**config.mk**
```make
export PLATFORM = sky130hd
export DESIGN_NAME = stoc_ctrl
export DESIGN_NICKNAME = d
export VERILOG_FILES = /design/src/rtl/assert_macros.svh /design/src/rtl/stoc_pkg.sv /design/src/rtl/stoc_ctrl.sv
export SDC_FILE = /design/constraint.sdc
export NUM_CORES = 1
export LEC_CHECK = 0
export BUFFER_PORTS_ARGS = -buffer_cell sky130_fd_sc_hd__buf_2
export CAP_MARGIN = 10
export CORE_AREA = 2 2 39 41
export CTS_CLUSTER_DIAMETER = 100
export DETAILED_ROUTE_END_ITERATION = 8
export DIE_AREA = 0 0 41 43
export GPL_TIMING_DRIVEN = 1
export HOLD_SLACK_MARGIN = 0.1
export PLACE_DENSITY = 0.41
export SETUP_SLACK_MARGIN = 0.15
export SLEW_MARGIN = 10
export SYNTH_ARGS = -nofsm -noshare
export SYNTH_HDL_FRONTEND = slang
export SYNTH_SLANG_ARGS = --single-unit
```
**constraint.sdc**
```tcl
create_clock -name i_clk -period 1 [get_ports i_clk]
set_input_delay 0.05 -clock i_clk [delete_from_list [all_inputs] [get_ports i_clk]]
set_output_delay 0.05 -clock i_clk [all_outputs]
set_load 0.03 [all_outputs]
```
**src/rtl/assert_macros.svh**
```systemverilog
// Assertion macros used by the RTL file that carries checks.
`ifndef ASSERT_MACROS_SVH
`define ASSERT_MACROS_SVH

// Same-cycle implication, checked outside reset.
`define ASSERT_IMPLY(label, ante, cons, msg) \
    label: assert property (@(posedge i_clk) disable iff (!i_rst_n) (ante) |-> (cons)) \
        else $error(msg);

// Next-cycle implication, checked outside reset.
`define ASSERT_NEXT(label, ante, cons, msg) \
    label: assert property (@(posedge i_clk) disable iff (!i_rst_n) (ante) |=> (cons)) \
        else $error(msg);

`endif

```
**src/rtl/stoc_pkg.sv**
```systemverilog
// Shared types and constants of the sorted table occurrence counter.
`default_nettype none

package stoc_pkg;

    localparam int VALUE_W = 32;
    localparam int IDX_W   = 8;
    localparam int LEN_W   = 9;
    localparam int COUNT_W = 9;

    // Item command codes
    localparam logic CMD_WRITE = 1'b0;
    localparam logic CMD_QUERY = 1'b1;

    typedef enum logic [1:0] {
        ST_IDLE,
        ST_PROBE,
        ST_CMP,
        ST_DONE
    } t_state;

    // Controller to datapath commands
    typedef struct packed {
        logic wr;       // store the accepted entry
        logic load;     // start a query: latch target, open both search windows
        logic probe;    // register midpoints and read the table
        logic update;   // compare read data and narrow the windows
        logic capture;  // load the result register
    } t_dp_cmd;

    // Datapath to controller status
    typedef struct packed {
        logic busy;     // at least one search window is still open
    } t_dp_status;

endpackage

`default_nettype wire

```
**src/rtl/stoc_ctrl.sv**
```systemverilog
// Controller: item handshake, search sequencing and result valid.
`default_nettype none

module stoc_ctrl (
    input  wire                   i_clk,
    input  wire                   i_rst_n,
    input  wire                   i_valid,
    input  wire                   i_cmd,
    output logic                  o_stall,
    output logic                  o_valid,
    input  wire                   i_stall,
    input  stoc_pkg::t_dp_status  i_status,
    output stoc_pkg::t_dp_cmd     o_cmd
);
    import stoc_pkg::*;

    t_state r_state;
    t_state n_state;
    logic   r_out_valid;
    logic   n_out_valid;

    // State and result valid registers
    always_ff @(posedge i_clk) begin
        if (!i_rst_n) begin
            r_state     <= ST_IDLE;
            r_out_valid <= 1'b0;
        end else begin
            r_state     <= n_state;
            r_out_valid <= n_out_valid;
        end
    end

    // Next state and commands
    always_comb begin
        n_state = r_state;
        o_cmd   = '0;
        unique case (r_state)
            ST_IDLE: begin
                if (i_valid) begin
                    if (i_cmd == CMD_QUERY) begin
                        o_cmd.load = 1'b1;
                        n_state    = ST_PROBE;
                    end else begin
                        o_cmd.wr = 1'b1;
                    end
                end
            end
            ST_PROBE: begin
                if (i_status.busy) begin
                    o_cmd.probe = 1'b1;
                    n_state     = ST_CMP;
                end else begin
                    n_state = ST_DONE;
                end
            end
            ST_CMP: begin
                o_cmd.update = 1'b1;
                n_state      = ST_PROBE;
            end
            ST_DONE: begin
                if (!r_out_valid || !i_stall) begin
                    o_cmd.capture = 1'b1;
                    n_state       = ST_IDLE;
                end
            end
            default: begin
                n_state = ST_IDLE;
            end
        endcase
    end

    // Result valid: set on capture, cleared when taken
    always_comb begin
        n_out_valid = r_out_valid;
        if (o_cmd.capture) begin
            n_out_valid = 1'b1;
        end else if (r_out_valid && !i_stall) begin
            n_out_valid = 1'b0;
        end
    end

    assign o_stall = (r_state != ST_IDLE);
    assign o_valid = r_out_valid;

endmodule

`default_nettype wire

```
======== Yosys cells after proc, flatten, opt, wreduce, memory -nomap -nowiden ========
Index checks and enable logic that the tools add are counted.
storage, ports and cells
  input bits .............................. 6
  bits in registers ....................... 3
cells by class
  equality and inequality tests ........... 6
  mux-type cells .......................... 16
  reductions and logical operators ........ 8
operators with widths
  kind                  number
  $mux W1               10
  $mux W2               5
  $pmux W2 S4           1
  $ne A2 B2 Y1 const B  3
  $eq A2 B2 Y1 const B  2
  $reduce_bool A2 Y1    2
  $reduce_and A3 Y1     1
  $eq A2 B1 Y1 const B  1
  $logic_not A1 Y1      2
  $logic_not A2 Y1      1
  $logic_and A1 B1 Y1   1
  $logic_or A1 B1 Y1    1

======== Depth between registers and ports, before layout ========
Gate-level depths: netlist (run 1).
  depth after elaboration ................. 5
  gate-level depth with buffers ........... 3
  gate-level depth less buffers ........... 3

======== Least setup slack after synthesis (run 1) ========
OpenSTA, ideal clock, no wires.
  kind .................................... register to output
  start point ............................. register r_state[1]
  end point ............................... output port o_cmd[4] in the netlist's numbering
  arrival time ............................ 1.378 ns
  slack ................................... -0.428 ns
  stages on the path, launching flop included .. 3
  required time ........................... 0.950 ns
  buffers on the path ..................... 0
  cells stage by stage .................... dfxtp_1 -> or2_4 -> nor3b_1
RTL lines
  element                 line             text
  from (decl)             stoc_ctrl.sv:17  t_state r_state;
  from (signal assigned)  stoc_ctrl.sv:28  r_state <= n_state;
  to (decl)               stoc_ctrl.sv:13  output stoc_pkg::t_dp_cmd o_cmd

==> flow_summary.json, run 1 <==
{
  "final_antenna_net_count": 0,
  "cts.clk_slew.worst_paths_ps": 40,
  "gr-total-overflow": 0,
  "synth_xor_area_share_pct": 0,
  "p_per_area_nw_per_um2": 1320,
  "grt_use_total_pct": 7.82,
  "synthArstFlopShare_pct": 0,
  "numCtsBuffers": 3,
  "synth_top_area_share_pct": 37.2,
  "worstReg2RegStart": "r_state[1]",
  "syn_area_per_cell_um2": 8.97,
  "fin_total_pwr_mw": 0.560,
  "grt_pass1_wl_um": 855,
  "grt_pass1_vias": 223,
  "tightest_slew_ps": 174,
  "hpwl_um": 336,
  "htreeDepth": 1,
  "die_x_um": 41,
  "cts.sinks": 3,
  "cp_data_required_time_ps": 950,
  "crit_arrival_ps": 1150,
  "critical_path_class": "register to primary output",
  "synth_most_common_cell": "nand2_1",
  "drc": 0,
  "critPathLaunchType": "register",
  "dieArea_um2": 1760,
  "slew_viol_final": 0,
  "drtPass1Iterations": 2,
  "stdcell_area_um2": 424,
  "fillers": 151,
  "synth_compound_area_share_pct": 14.0,
  "pre_cts_ws_ps": -42.1,
  "hold_slack_ps": 160,
  "drive_above_1_share_pct": 82.9,
  "dieHeight_um": 43,
  "io_pins": 13,
  "netlist_instances": 18,
  "min_path_type": "input port to register",
  "antenna_found_initial": 0,
  "rsz0062_at_grt": "yes",
  "routedWlPerCell_um": 10.2,
  "ys_warn_count": 0,
  "antenna_cells": 0,
  "hold_end": "r_state[0]",
  "multiInputGateArea_um2": 145,
  "cts.path.max_buffers": 2,
  "p_comb_share_pct": 37.3,
  "syn_area_um2": 161,
  "synthFlopType": "dfxtp_1",
  "post_dp_cell_area_um2": 262,
  "fin_nets": 48,
  "reg2reg_depth": 5,
  "clock_power_share_pct": 38.8,
  "period_minus_slack_ps": 1200,
  "hold_viol": 0,
  "tns_ps": -716,
  "drt_iter0_drc": 3,
  "grt_max_degree": 6,
  "yosys.area_share.adder_pct": 0,
  "seq_area_um2": 66.3,
  "clock.fmax_mhz": 837,
  "worstSetupEndpointType": "primary output",
  "min_path_cells": 3,
  "synth_fp_nets": 24,
  "cts_tree": "done",
  "initial_utilization_pct": 11.7,
  "numPortBuffers": 12,
  "cap_violations": 0,
  "synth_area_leaders": "dfxtp_1 37%, a21oi_1 9.3%, nand2_1 9.3%",
  "yosysUniqueCellTypes": 11,
  "ir_drop_mv": 0.486,
  "fin_worst_skew_ps": 3.59,
  "switching_share_pct": 31.1,
  "ys_top_cells_by_count": "4 x nand2_1, 3 x a21oi_1, 3 x dfxtp_1",
  "clk_latency_ps": 240,
  "yosysTopAreaCell": "dfxtp_1",
  "vias": 232,
  "leakagePower_nw": 0.192,
  "cts-root-buf": "clkbuf_4",
  "violations": "setup timing",
  "num_rows": 14,
  "status": "finished with violations",
  "p_int_mw": 0.386,
  "synth.yosys.seq_area_share_pct": 37.2,
  "area_growth_syn_to_layout_pct": 163,
  "vias_per_cell": 4.07,
  "reg2reg_setup_slack_ps": -20,
  "period_share_pct": 120,
  "worstReg2RegEnd": "r_state[0]",
  "finalSetupViolCount": 7,
  "p_seq_share_pct": 24.0,
  "synth_top_family_by_area": "simple AND/OR/NAND/NOR gates",
  "slew_headroom_pct": 88.4,
  "timing.final.ws_setup_ps": -195,
  "core_um2": 1380,
  "drt-total-wl_um": 582,
  "synth_edf_count": 0,
  "synthMuxAreaShare_pct": 0,
  "path_max_fanout": 4,
  "synth-simple-area-share_pct": 44.2,
  "place_congestion": 0.692,
  "ys_ff_latch": 3,
  "worstHoldStart": "i_valid",
  "p_sw_mw": 0.174
}
==> logic make-up after synthesis <==
group	Yosys count
DFF	3
buffers and inverters	1
and+or+nand+nor	10
AOI/OAI and AO/OA	4
==> sequential cells by signal, indices dropped and copies added (netlist names) <==
register / cells
r_state: 2
o_valid: 1
==> critical path, stage by stage (launching register included) <==
cell and delay [ps]:
dfxtp_4 340, or2_4 240, nor3b_4 180, buf_6 150
==> stage by stage <==
stage	instances	util (%)
2_1_floorplan	18	-
3_3_place_gp	46	18.9
3_5_place_dp	46	18.9
4_1_cts	56	29.2
5_1_grt	57	30.7
6_report	57	30.7
==> power by group through the flow <==
stage	sequential (mW)	combinational [mW]	clock, mW
floorplan	0.140	0.0825	0
global placement	0.137	0.128	0
detailed placement	0.138	0.127	0
CTS	0.134	0.197	0.227
global route	0.135	0.220	0.237
finish	0.134	0.209	0.217
==> cell type report <==
cell class              instances  share of cell area [%]
repair buffers                 20                    39.2
multi-input cells              14                    34.2
flip-flops and latches          3                    15.6
clock buffers                   4                    6.19
well taps                      16                    4.72
==> worst max path at each step <==
stage                     from  endpoint  slack (ps)  cells past startpoint
finish              r_state[1]  o_cmd[4]        -200                      3
global route        r_state[1]  o_cmd[4]        -240                      3
CTS                 r_state[1]  o_cmd[4]        -200                      3
detailed placement  r_state[1]  o_cmd[4]         -40                      3
global placement    r_state[1]  o_cmd[4]         -20                      3
floorplan           r_state[0]  o_cmd[4]         -50                      2
==> layout by cell type, fill, tap and decap left out <==
master         Yosys  routed
a21boi_1           0       1
a21oi_1            3       1
a21oi_4            0       2
and2b_2            1       1
and4bb_2           1       1
buf_2              0       6
buf_4              1       5
buf_6              0       7
clkbuf_1           0       1
clkbuf_4           0       3
dfxtp_2            0       2
dfxtp_4            0       1
dlygate4sd3_1      0       2
nand2_1            4       2
nand2_2            0       1
nand2_4            0       1
nor2_4             0       1
nor3b_4            0       1
nor4b_2            1       1
or2_4              1       1
==> repair_timing <==
action / 4_1_cts / 5_1_grt
setup buffers: 4 / 1
hold buffers: 2 / 0
setup endpoints to repair: 7 / 8
pin swaps: 2 / 1
gates resized for setup: 20 / 3
endpoints found under the hold margin: 2 / 0
==> per-layer routing <==
layer / part of all wire, % / global-route usage [%] / vias to the layer above
met5: 0 / 0 / -
met4: 2.9 / 8.00 / 0
met3: 11 / 3.14 / 2
met2: 46 / 10.6 / 15
met1: 40 / 8.33 / 104
li1: - / - / 111
No activity file was read; power rests on OpenSTA's default activity.
==> run 2, diff against run 1 <==
- ABC_AREA: unset -> 1
- PLACE_DENSITY: 0.41 -> 0.4
==> run 2 against run 1 <==
Effect of this change:
- critical path depth up 1
- critical endpoint unchanged
- clock skew fell by 2.7 ps
- power decreased by 10%
- first-iteration DRC count unchanged
- the flow still finishes with violations (setup timing)
- die area unchanged
- highest routed layer is now met3
- via count is 10% lower
- largest power group unchanged
==> flow_summary.json, run 2 <==
{
  "syn_area_per_cell_um2": 6.58,
  "timing.critical_path.mode_cell": "nor2_4",
  "status": "finished with violations",
  "fin_nets": 49,
  "finalSetupViolCount": 3,
  "cts_tree": "done",
  "ir_drop_mv": 0.375,
  "place_congestion": 0.584,
  "final_common_cell": "buf_6",
  "cts-root-buf": "clkbuf_4",
  "timing.final.ws_setup_ps": -39.0,
  "most-common-layout-cells": "7 x buf_6, 5 x nand2_1, 5 x buf_2",
  "grt_max_degree": 6,
  "initial_utilization_pct": 10.9,
  "stdcell_area_um2": 367,
  "synth.yosys.seq_area_share_pct": 39.7,
  "ys_warn_count": 0,
  "drt_iter0_drc": 3,
  "cp_data_required_time_ps": 950,
  "antenna_found_initial": 0,
  "leakagePower_nw": 0.173,
  "vias_per_cell": 3.59,
  "ys_top_cells_by_count": "6 x nand2_1, 5 x nor2_1, 3 x dfxtp_1, 3 x inv_1, 2 x nand3_1",
  "num_rows": 14,
  "reg2reg_depth": 5,
  "synth_fp_nets": 29,
  "min_path_cells": 3,
  "worstSetupEndpointType": "primary output",
  "cts.clk_slew.worst_paths_ps": 40,
  "drive_above_1_share_pct": 71.4,
  "critical_path_class": "register to primary output",
  "synth_area_leaders": "dfxtp_1 40%, nand2_1 15%, nor2_1 12%",
  "period_share_pct": 104,
  "cts.sinks": 3,
  "largest_register": "r_state",
  "post_dp_cell_area_um2": 239,
  "clk_latency_ps": 230,
  "numCtsBuffers": 3,
  "crit_arrival_ps": 990,
  "crit_chain": "nor2_4 > nand2_2 > nor2_4 > buf_6",
  "yosysUniqueCellTypes": 9,
  "cts.path.max_buffers": 2,
  "grt_pass1_wl_um": 545,
  "period_minus_slack_ps": 1040,
  "path_max_fanout": 4,
  "drc": 0,
  "syn_area_um2": 151,
  "grt_use_total_pct": 5.41,
  "p_per_area_nw_per_um2": 1370,
  "rsz0062_at_grt": "yes",
  "final_antenna_net_count": 0,
  "die_x_um": 41,
  "tightest_slew_ps": 137,
  "netlist_instances": 23,
  "largest_register_ffs": 2,
  "vias": 208,
  "area_growth_syn_to_layout_pct": 142,
  "cpMaxStageDelayCell": "dfxtp_4",
  "tns_ps": -102,
  "critPathLaunchType": "register",
  "grt_pass1_vias": 185,
  "antenna_cells": 0,
  "synth_most_common_cell": "nand2_1",
  "io_pins": 13,
  "drtPass1Iterations": 2,
  "fin_worst_skew_ps": 0.904,
  "synthArstFlopShare_pct": 0,
  "synthFlopType": "dfxtp_1",
  "numPortBuffers": 12,
  "slew_viol_final": 0,
  "dieHeight_um": 43,
  "violations": "setup timing",
  "min_path_type": "input port to register",
  "gr-total-overflow": 0,
  "synth_top_area_share_pct": 39.7,
  "max_stage_delay_ps": 350,
  "yosysTopAreaCell": "dfxtp_1",
  "fin_total_pwr_mw": 0.503,
  "cap_violations": 0,
  "slew_headroom_pct": 90.8,
  "clock.fmax_mhz": 962,
  "dieArea_um2": 1760,
  "routedWlPerCell_um": 6.91,
  "synth_edf_count": 0,
  "core_um2": 1380,
  "htreeDepth": 1,
  "hold_viol": 0,
  "ys_ff_latch": 3,
  "drt-total-wl_um": 401
}
run 2: critical path: cells and delay by family (launching register included):
family	cells	cell delay, ps
DFF	1	350
and+or+nand+nor	3	280
buffers and inverters	1	130
run 2: final timing paths:
| kind | start | slack, ps | endpoint |
|---|---|---|---|
| worst max-delay path | r_state[1] | -40 | o_cmd[4] |
| worst min-delay path | i_stall | 110 | r_state[1] |
| worst max register to register | r_state[0] | 50 | r_state[0] |
| worst min register to register | r_state[1] | 470 | r_state[1] |
run 2: timing repair:
| item | CTS | global route |
|---|---|---|
| hold buffers | 1 | 0 |
| gates resized for setup | 20 | 5 |
| setup buffers | 2 | 1 |
| setup endpoints to repair | 7 | 8 |
| pin swaps | 3 | 2 |
| endpoints found under the hold margin | 3 | 0 |
run 2: report_power, final:
| part | internal, mW | switching (mW) |
|---|---|---|
| logic | 0.0686 | 0.0840 |
| clock network | 0.149 | 0.0592 |
| registers | 0.128 | 0.0133 |
run 2: cell type report:
type / count / area [um^2]
flip-flops and latches: 3 / 67.6
inverters: 3 / 11.3
repair buffers: 16 / 136
multi-input cells: 16 / 105
well taps: 16 / 20.0
clock buffers: 4 / 26.3
fillers: 150 / 1020
run 2: metrics by stage:
| step | utilization, % | std cells | hold slack [ps] | setup WS (ps) |
|---|---|---|---|---|
| floorplan | - | 23 | 141 | 105 |
| global placement | 17.3 | 50 | 314 | 13.8 |
| detailed placement | 17.3 | 50 | 315 | 34.9 |
| CTS | 24.9 | 57 | 105 | -55.1 |
| global route | 26.5 | 58 | 120 | -85.2 |
| finish | 26.5 | 58 | 106 | -39.0 |
run 2: cells by family after synthesis:
group                  count (synthesis)  synth area share (%)
DFF                                    3                  39.7
AOI/OAI and AO/OA                      3                  14.0
buffers and inverters                  4                  12.4
and+or+nand+nor                       13                  33.9
run 2: per-layer routing:
metal | up-vias | global-route usage [%] | share of wire [%]
met5 | - | 0 | 0
met2 | 7 | 8.44 | 55
li1 | 110 | - | -
met1 | 91 | 2.88 | 34
met4 | 0 | 8.00 | 0
met3 | 0 | 3.14 | 10
